[src/design/tpsr_pkg.sv]
// shared types and constants for the trail point spline resampler
// no dependencies; used by every module in this folder
`timescale 1ns / 1ps

package tpsr_pkg;

  localparam int NUM_POINTS_DEF = 32;
  localparam int QUEUE_DEPTH    = 2;
  localparam int COORD_W        = 32;
  localparam int INDEX_W        = 5;
  localparam int DIV_STEPS      = 3;

  typedef enum logic [1:0] {
    OP_INIT = 2'd0,
    OP_PUSH = 2'd1,
    OP_EVAL = 2'd2
  } op_t;

  typedef struct packed {
    logic signed [COORD_W-1:0] x;
    logic signed [COORD_W-1:0] y;
    logic signed [COORD_W-1:0] z;
  } point_t;

  typedef struct packed {
    op_t    op;
    point_t lo;
    point_t up;
  } cmd_t;

  typedef struct packed {
    logic   valid;
    logic   push;
    point_t lo;
    point_t up;
  } store_wr_t;

  typedef enum logic [2:0] {
    EV_IDLE,
    EV_WGT,
    EV_MAC,
    EV_PREP,
    EV_DIV,
    EV_EMIT
  } eval_state_t;

endpackage

[src/design/tpsr_store.sv]
// point store: shift line of lower/upper pairs with fixed control taps
// depends on tpsr_pkg
`timescale 1ns / 1ps

module tpsr_store #(
  parameter int NUM_POINTS = tpsr_pkg::NUM_POINTS_DEF
) (
  input  logic                clk,
  input  logic                rst,
  input  tpsr_pkg::store_wr_t wr,
  output tpsr_pkg::point_t    ctrl_lo [4],
  output tpsr_pkg::point_t    ctrl_up [4]
);

  localparam int Q   = NUM_POINTS / 4;
  localparam int R   = (3 * NUM_POINTS) / 4;
  localparam int LS1 = (Q % 2 != 0) ? Q + 1 : Q;
  localparam int LS2 = (R % 2 != 0) ? R - 1 : R;
  localparam int US1 = (Q % 2 == 0) ? Q + 1 : Q;
  localparam int US2 = (R % 2 == 0) ? R - 1 : R;

  tpsr_pkg::point_t slots [NUM_POINTS];

  always_ff @(posedge clk) begin
    if (rst) begin
      for (int s = 0; s < NUM_POINTS; s++) begin
        slots[s] <= '0;
      end
    end else if (wr.valid) begin
      if (!wr.push) begin
        for (int s = 0; s < NUM_POINTS; s++) begin
          slots[s] <= (s % 2 == 0) ? wr.lo : wr.up;
        end
      end else begin
        for (int s = 0; s < NUM_POINTS - 2; s++) begin
          slots[s] <= slots[s+2];
        end
        slots[NUM_POINTS-2] <= wr.lo;
        slots[NUM_POINTS-1] <= wr.up;
      end
    end
  end

  assign ctrl_lo[0] = slots[0];
  assign ctrl_lo[1] = slots[LS1];
  assign ctrl_lo[2] = slots[LS2];
  assign ctrl_lo[3] = slots[NUM_POINTS-2];
  assign ctrl_up[0] = slots[1];
  assign ctrl_up[1] = slots[US1];
  assign ctrl_up[2] = slots[US2];
  assign ctrl_up[3] = slots[NUM_POINTS-1];

endmodule

[config.mk]
export PLATFORM = sky130hd
export DESIGN_NAME = tpsr_store
export DESIGN_NICKNAME = d
export VERILOG_FILES = /design/src/design/tpsr_pkg.sv /design/src/design/tpsr_store.sv
export SDC_FILE = /design/constraint.sdc
export NUM_CORES = 2
export LEC_CHECK = 0
export BUFFER_PORTS_ARGS = -buffer_cell sky130_fd_sc_hd__buf_2
export CAP_MARGIN = 5
export CORE_MARGIN = 3
export CORE_UTILIZATION = 45
export CTS_BUF_LIST = sky130_fd_sc_hd__clkbuf_8
export DETAILED_ROUTE_END_ITERATION = 12
export PLACE_DENSITY = 0.67
export SLEW_MARGIN = 20
export SYNTH_ARGS = -nofsm -noshare
export SYNTH_HDL_FRONTEND = slang
export SYNTH_SLANG_ARGS = --single-unit
[constraint.sdc]
create_clock -name clk -period 42.2 [get_ports clk]
set_clock_uncertainty 0.2 [all_clocks]
set_input_delay 2.11 -clock clk [delete_from_list [all_inputs] [get_ports clk]]
set_output_delay 2.11 -clock clk [all_outputs]
set_load 0.01 [all_outputs]
==> flow_summary.json <==
{
  "die_w_um": 555,
  "drive_gt1_frac": 0.170,
  "slew_headroom": 0.184,
  "die_h_um": 555,
  "final_cells": 15361,
  "syn_avg_cell_area_um2": 12.1,
  "cts_resized": 0,
  "antenna_found_initial": 21,
  "fp-row-count": 201,
  "ir_drop_v": 0.0000265,
  "rsz0062_at_grt": "false",
  "port_buffers": 963,
  "powerDensity_nw_per_um2": 46.5,
  "setup_tns_ns": 0,
  "reg_top3": "slots x3072",
  "io_pins": 964,
  "clockBufferDepth": 4,
  "yosysUniqueCellTypes": 15,
  "drt_iter0_markers": 9381,
  "critical_path_class": "in -> reg",
  "drtAntennaViolNets": 0,
  "cts_hold_buf": 0,
  "fin_nets": 11210,
  "cp_slowest_cell": "buf_4",
  "synth_nets": 11421,
  "overflow": 0,
  "wl_per_cell_um": 20.0,
  "max_cap_violations": 0,
  "clock_latency_ns": 1.12,
  "ys_ff_latch": 3072,
  "cts_tree": "done",
  "root_buffer": "clkbuf_8",
  "fin_crit_sh": 0.206,
  "maxSlewViolCount": 0,
  "slowest_delay_ns": 0.95,
  "setup_violations": 0,
  "cp-end-kind": "flop",
  "place_area_um2": 134000,
  "fill_cells": 26508,
  "die_area_um2": 308000,
  "post-route-min-period_ns": 8.68,
  "core_area_um2": 300000,
  "arrival_ns": 9.23,
  "grtUsageTotal": 0.189,
  "drc": 0,
  "initial_core_util": 0.452,
  "worst_slew_pin_slew_ns": 1.22,
  "yosysSeqAreaShare": 0.680,
  "netlist_instances": 11225,
  "gp_congestion": 0.832,
  "p_total_mw": 6.69,
  "status": "complete, no violations",
  "path_clk_slew_ns": 0.06,
  "grt_pass1_wl_um": 466000,
  "path_cells": "buf_8, buf_4, nand2b_4, buf_4, buf_4, buf_4, buf_4, buf_4, buf_4, a21oi_1",
  "largest_register": "slots",
  "cts.sinks": 3072,
  "fmax_mhz": 115,
  "ctsHtreeMaxLevel": 6,
  "drt-total-wl_um": 307000,
  "path_max_fanout": 109,
  "hold_path.class": "reg -> reg",
  "largest_reg_flops": 3072,
  "crit_top_cell": "buf_4",
  "hold_viol": 0,
  "cts_made_buffers": 524,
  "vias": 84117,
  "critPathLaunchType": "input port",
  "worstPathRequired_ns": 42.75,
  "cts_setup_buffers": 0,
  "first_global_vias": 78502,
  "synthesis.area_um2": 136000,
  "via_per_inst": 5.48,
  "p_leak_nw": 52.8,
  "dp.cells": 14440,
  "dp_hpwl_um": 191000,
  "grt_max_degree": 218,
  "yosysWarnings": 0,
  "stdcell_area_um2": 144000,
  "areaGrowthSynthToFinish_pct": 5.92,
  "dr.pass1.iters": 6
}
-- synth_stat cells --
cell	count	area (um^2)
nand3_1	1152	5770
edfxtp_1	3072	92200
a21bo_2	192	1920
buf_4	843	6330
nand2_1	1728	6490
clkbuf_1	267	1000
a21oi_2	45	394
nand2b_1	193	1210
buf_6	237	2670
nor2b_1	192	1200
clkbuf_2	72	360
buf_2	372	1860
a21oi_1	2835	14200
or2_2	1	6.26
buf_1	24	90.1
-- report_power, final --
part / internal [mW] / switching (mW)
clock: 1.22 / 1.23
sequential: 3.62 / 0.0906
combinational: 0.149 / 0.378
total: 5.00 / 1.70
-- metal layers --
layer  routed length (um)  GRT usage  part of all wire  up-vias
met1               128000      0.259              0.42    41250
li1                     -          -                 -    39467
met4                12300     0.0753             0.040        2
met2               141000      0.287              0.46     2824
met5                   13          0          0.000042        -
met3                25200     0.0480             0.082      574
-- worst max-delay path, delay by kind of cell --
family / cells / cell delay (ns)
and+or+nand+nor: 1 / 0.80
AOI/OAI and AO/OA: 1 / 0.11
buffers and inverters: 8 / 5.81
-- final cells by class --
type / instances / area (um^2) / share of cell area
multi-input combinational: 6338 / 31200 / 0.217
clock inverter: 373 / 2100 / 0.0146
sequential: 3072 / 92200 / 0.642
antenna: 16 / 40.0 / 0.000278
timing repair buffer: 1078 / 6000 / 0.0417
clock buffer: 526 / 7240 / 0.0504
tap: 3958 / 4950 / 0.0344
-- per-stage QoR --
stage | utilization | hold slack (ns) | worst slack (ns)
floorplan | - | 0.374 | 0.799
global placement | 0.447 | 0.380 | 32.49
detailed placement | 0.447 | 0.387 | 32.44
CTS | 0.478 | 0.340 | 33.60
global route | 0.479 | 0.391 | 32.99
finish | 0.479 | 0.349 | 33.52
-- final timing paths --
| kind | from | to | slack [ns] | cells after the start |
|---|---|---|---|---|
| min reg2reg | slots[0][520] | slots[0][328] | 0.35 | 2 |
| max | rst | slots[0][1380] | 33.52 | 10 |
| max reg2reg | slots[1][392] | slots[1][200] | 40.76 | 2 |
| min | slots[0][520] | slots[0][328] | 0.35 | 2 |
-- cells by family (layout without fill, tap and decap cells) --
family,Yosys count,after routing,synth area share
other,0,16,0
AOI/OAI and AO/OA,3072,3072,0.122
DFF,3072,3072,0.680
buffers and inverters,1815,1977,0.0907
and+or+nand+nor,3266,3266,0.108
-- placed cells by master, fill, tap and decap left out, types with 12 or more instances in the layout --
master	instances
nand2_1	1728
clkbuf_8	526
clkinv_2	29
buf_2	960
nand2b_1	192
buf_12	12
a21oi_1	2835
inv_1	172
inv_8	13
buf_4	91
clkinv_8	13
a21bo_2	192
diode_2	16
a21oi_2	45
nor2b_1	192
clkinv_1	106
edfxtp_1	3072
nand3_1	1152
inv_6	15
Power figures use the tool's default switching activity.
