`src/design/tpsr_pkg.sv`:
```
// shared types and constants for the trail point spline resampler
// no dependencies; used by every module in this folder
`timescale 1ns / 1ps

package tpsr_pkg;

  localparam int NUM_POINTS_DEF = 32;
  localparam int QUEUE_DEPTH    = 2;
  localparam int COORD_W        = 32;
  localparam int INDEX_W        = 5;
  localparam int DIV_STEPS      = 3;

  typedef enum logic [1:0] {
    OP_INIT = 2'd0,
    OP_PUSH = 2'd1,
    OP_EVAL = 2'd2
  } op_t;

  typedef struct packed {
    logic signed [COORD_W-1:0] x;
    logic signed [COORD_W-1:0] y;
    logic signed [COORD_W-1:0] z;
  } point_t;

  typedef struct packed {
    op_t    op;
    point_t lo;
    point_t up;
  } cmd_t;

  typedef struct packed {
    logic   valid;
    logic   push;
    point_t lo;
    point_t up;
  } store_wr_t;

  typedef enum logic [2:0] {
    EV_IDLE,
    EV_WGT,
    EV_MAC,
    EV_PREP,
    EV_DIV,
    EV_EMIT
  } eval_state_t;

endpackage

```
`src/design/tpsr_front.sv`:
```
// front end: accepts requests, drops unused opcodes, queues commands
// depends on tpsr_pkg
`timescale 1ns / 1ps

module tpsr_front (
  input  logic              clk,
  input  logic              rst,
  input  logic              in_valid,
  output logic              in_ready,
  input  tpsr_pkg::cmd_t    in_cmd,
  input  logic [1:0]        in_code,
  output logic              q_valid,
  output tpsr_pkg::cmd_t    q_head,
  input  logic              q_pop
);

  localparam int PW = (tpsr_pkg::QUEUE_DEPTH > 1) ? $clog2(tpsr_pkg::QUEUE_DEPTH) : 1;
  localparam int CW = $clog2(tpsr_pkg::QUEUE_DEPTH + 1);

  tpsr_pkg::cmd_t queue [tpsr_pkg::QUEUE_DEPTH];
  logic [PW-1:0]  wr_ptr;
  logic [PW-1:0]  rd_ptr;
  logic [CW-1:0]  count;
  logic           known;
  logic           push_q;
  logic           pop_q;

  assign in_ready = (count < CW'(tpsr_pkg::QUEUE_DEPTH));
  assign known    = (in_code == tpsr_pkg::OP_INIT) || (in_code == tpsr_pkg::OP_PUSH) ||
                    (in_code == tpsr_pkg::OP_EVAL);
  assign push_q   = in_valid && in_ready && known;
  assign pop_q    = q_pop && q_valid;
  assign q_valid  = (count != '0);
  assign q_head   = queue[rd_ptr];

  always_ff @(posedge clk) begin
    if (push_q) begin
      queue[wr_ptr] <= in_cmd;
    end
  end

  always_ff @(posedge clk) begin
    if (rst) begin
      wr_ptr <= '0;
      rd_ptr <= '0;
      count  <= '0;
    end else begin
      if (push_q) begin
        wr_ptr <= (wr_ptr == PW'(tpsr_pkg::QUEUE_DEPTH - 1)) ? '0 : wr_ptr + 1'b1;
      end
      if (pop_q) begin
        rd_ptr <= (rd_ptr == PW'(tpsr_pkg::QUEUE_DEPTH - 1)) ? '0 : rd_ptr + 1'b1;
      end
      if (push_q && !pop_q) begin
        count <= count + 1'b1;
      end else if (pop_q && !push_q) begin
        count <= count - 1'b1;
      end
    end
  end

  a_no_overfill: assert property (@(posedge clk) disable iff (rst)
    count <= CW'(tpsr_pkg::QUEUE_DEPTH))
    else $error("command queue overfilled");

  a_drop_unknown: assert property (@(posedge clk) disable iff (rst)
    (in_valid && in_ready && !known && !pop_q) |=> (count == $past(count)))
    else $error("unused opcode reached the queue");

  a_full_stalls: assert property (@(posedge clk) disable iff (rst)
    (count == CW'(tpsr_pkg::QUEUE_DEPTH)) |-> !in_ready)
    else $error("ready while queue full");

endmodule

```
`config.mk`:
```
export PLATFORM = sky130hd
export DESIGN_NAME = tpsr_front
export DESIGN_NICKNAME = d
export VERILOG_FILES = /design/src/design/tpsr_pkg.sv /design/src/design/tpsr_front.sv
export SDC_FILE = /design/constraint.sdc
export NUM_CORES = 1
export LEC_CHECK = 0
export BUFFER_PORTS_ARGS = -buffer_cell sky130_fd_sc_hd__buf_2
export CORE_AREA = 2 2 171 173
export CTS_CLUSTER_SIZE = 28
export DETAILED_ROUTE_END_ITERATION = 10
export DIE_AREA = 0 0 173 175
export PLACE_DENSITY = 0.8
export SETUP_SLACK_MARGIN = 0.15
export SLEW_MARGIN = 20
export SYNTH_ARGS = -nofsm -noshare
export SYNTH_HDL_FRONTEND = slang
export SYNTH_SLANG_ARGS = --single-unit
```
`constraint.sdc`:
```
create_clock -name clk -period 8.3 [get_ports clk]
set_input_delay 2.075 -clock clk [delete_from_list [all_inputs] [get_ports clk]]
set_output_delay 2.075 -clock clk [all_outputs]
set_load 0.01 [all_outputs]
```
==> run summary <==
* complete, no violations — status
* 0.06 ns — post-CTS clock slew at the launch and capture registers of the worst setup and hold paths
* flop — element type at the critical path start
* dfxtp_4 — cell at the slowest stage of the critical path
* 523 — DR iter-0 viols
* 0 — max cap viols
* rd_ptr — hold path start
* 7631 — number of global-route vias before repair
* 0 — quantity of gates resized following cts
* 10 — initial antenna violation count
* 175 µm — Die Y-Extent
* 32.0% — relative slew slack
* 14900 µm² — Synth Cell Area
* 0 — final global-route overflow total
* 0.193% — post-synthesis compound-gate area fraction
* 5.06 — ratio of routed vias to standard cells
* 30300 µm² — full die area
* 23.7% — Layout area overhead
* 0 — Post-DRT Antenna Nets
* 40 — TritonCTS Buffers
* 62 — cell row count
* 0 — Remaining DRCs
* 2 — number of buffer and inverter stages on the critical path
* 5.46 ns — worst setup slack for register-to-register paths
* 0.88 ns — highest cell delay on the worst timing path
* 130 — largest net degree at the start of global routing
* 78.9% — share of the yosys chip area belonging to registers
* 4 — r2r worst-path depth
* multiplexers — dominant combinational cell family by area after synthesis
* false — unrepaired setup endpoints after global routing
* 173 µm — Horiz. Die Dim
* 396 — ports placed on the boundary
* 0.221 mV — maximum VDD drop
* 831 — net count after synthesis
* output pin — crit path capture type
* 297 nW/µm² — cell area power density
* 0.0124 ns — Max Clock Skew
* 0.176% — xor-xnor portion of the synthesized cell area
* 2.89 ns — critical path arrival
* 5 — number of detailed-route iterations in the first pass
* 7.14 nW — leakage power summed over all cells
* buf_2 — commonest non-fill, non-tap cell in the layout
* 1471 — post-route non-filler standard cell count
* 6.23 ns — required time of the worst setup path
* 2 — number of levels in the clock H-tree
* 20000 µm — post-detail-place hpwl
* 60.5% — share of cells above drive strength 1
* buffers and inverters — cell family contributing the most delay on the critical path
* 20.3 µm — final routed wire length divided by cell count
* 1252 — number of nets at the end of the flow
* built — CTS tree
* clkbuf_16 — cell at the root of the clock tree
* 28400 µm² — standard cell core area
* 59 — crit path max fanout
* q_head[192] — capturing element of the worst setup path
* queue[1][176] — worst reg2reg path endpoint
* 20 — post-synth cell types
* 4.97 ns — post-layout minimum cycle time
* 393 — #FFs+latches synth
* 0 — yosys synthesis warning count
* 43300 µm — first-pass GRT wire length
* 0 ns — post-route setup TNS
* 0.311% — post-synthesis simple-gate area fraction
* 0 — Hold Buf Count CTS
* 630 — count of mapped cells out of synthesis
* 0.511 ns — worst hold slack after final layout
* 0 — final count of pins violating max slew
* 0.51 ns — clock latency on the worst-skew pair
* buf_4, mux2_2, buf_2 — ordered cell list for the critical path
* 3 — number of cells on the critical path
* 18.8% — all-layer global routing usage
* 0.201 GHz — maximum clock frequency
* 59.8% — Final Cycle Share
* 3 — clk buf depth
* 29800 µm — post-detailed-routing wire length
* count[1] — worst r2r src
* reg -> reg — Tightest Hold Check Type
* 0 — Fin. Hold Viols
* 0.0840% — post-synthesis share of cell area spent on full adders, half adders and majority gates
* 1393 — total placed cells including tap cells
* 18.7% — post-synthesis mux area share
* 1.02 ns — Worst Tran Pin Value
* 7440 — routed via count
* 0 — total setup buffers inserted after CTS
* 0 — Setup Viol. Count Final
* buf_2, edfxtp_1, mux2_4 — highest-count cells in the layout ignoring fill and taps
* 393 — clock tree sinks
* 0.769 — placer's final routability congestion estimate
* 52.5% — initial standard-cell utilization of the core
* 23.6 µm² — average cell area after synthesis
* 395 — Port-buffer cells
* reg -> out — startpoint-to-endpoint class of the critical path
## final cells by class
cell class | instances | area (µm²)
flip-flops and latches | 393 | 11800
diodes | 6 | 15.0
well taps | 384 | 480
repair buffers | 401 | 2030
clock inverters | 24 | 166
multi-input cells | 212 | 2900
fillers | 1960 | 9970
inverters | 3 | 18.8
clock buffers | 48 | 1050
## state kept, by name, indices dropped and copies added, names as in the netlist, named ones only
register / count
count: 2
rd_ptr: 1
queue: 388
wr_ptr: 1
## logic make-up after synthesis
group	count (synthesis)
AO/OA/AOI/OAI	5
adder cells (fa/ha/maj)	1
XOR/XNOR	3
buffers and inverters	25
multiplexers	194
flip-flops	393
AND/OR/NAND/NOR	9
## worst reg2reg max path: stages, from the launching register on
cell and delay (ns):
dfxtp_1 0.33, inv_1 0.10, and3_1 0.19, and2_4 0.80
buf_4 0.94
## metal layers
layer	up-vias	GRT usage, %	routed length (µm)
li1	3369	-	-
met1	3660	21.2	10700
met2	365	33.0	15400
met3	40	7.66	3200
met4	6	5.37	490
met5	-	0	41
## power breakdown
part	switching, W	internal, W	total, W	leakage [nW]
clock	0.000689	0.000965	0.00165	0.599
sequential	0.0000899	0.00242	0.00251	3.63
combinational	0.000642	0.000669	0.00131	2.92
## worst min path at each step
stage	slack (ns)	cells after the start	to
after detailed placement	0.50	2	rd_ptr
after floorplan	0.47	2	count[1]
final	0.51	2	rd_ptr
after CTS	0.51	2	rd_ptr
after global routing	0.55	2	rd_ptr
after global placement	0.49	2	rd_ptr
## per-stage QoR
stage	utilization, %	total power, W	instance area, µm²	setup slack [ns]
4_1_cts	64.8	0.00554	18400	3.26
6_report	64.9	0.00548	18400	3.33
5_1_grt	64.9	0.00569	18400	3.15
3_3_place_gp	60.5	0.00385	17200	3.66
2_1_floorplan	-	0.00348	14900	0.976
3_5_place_dp	60.5	0.00387	17200	3.61
## cell usage after synthesis (all sizes together)
cell | n | area share [%]
xor2 | 3 | 0.18
mux2 | 194 | 19
and2 | 1 | 0.042
or2 | 1 | 0.042
nand4 | 1 | 0.042
and3 | 1 | 0.042
o21ai | 2 | 0.067
inv | 3 | 0.076
nand2 | 1 | 0.025
a21oi | 2 | 0.067
a31o | 1 | 0.059
edfxtp | 388 | 78
nor2 | 3 | 0.076
or3 | 1 | 0.042
ha | 1 | 0.084
dfxtp | 5 | 0.67
buf | 22 | 1.6
No activity file was read; power rests on OpenSTA's default activity.
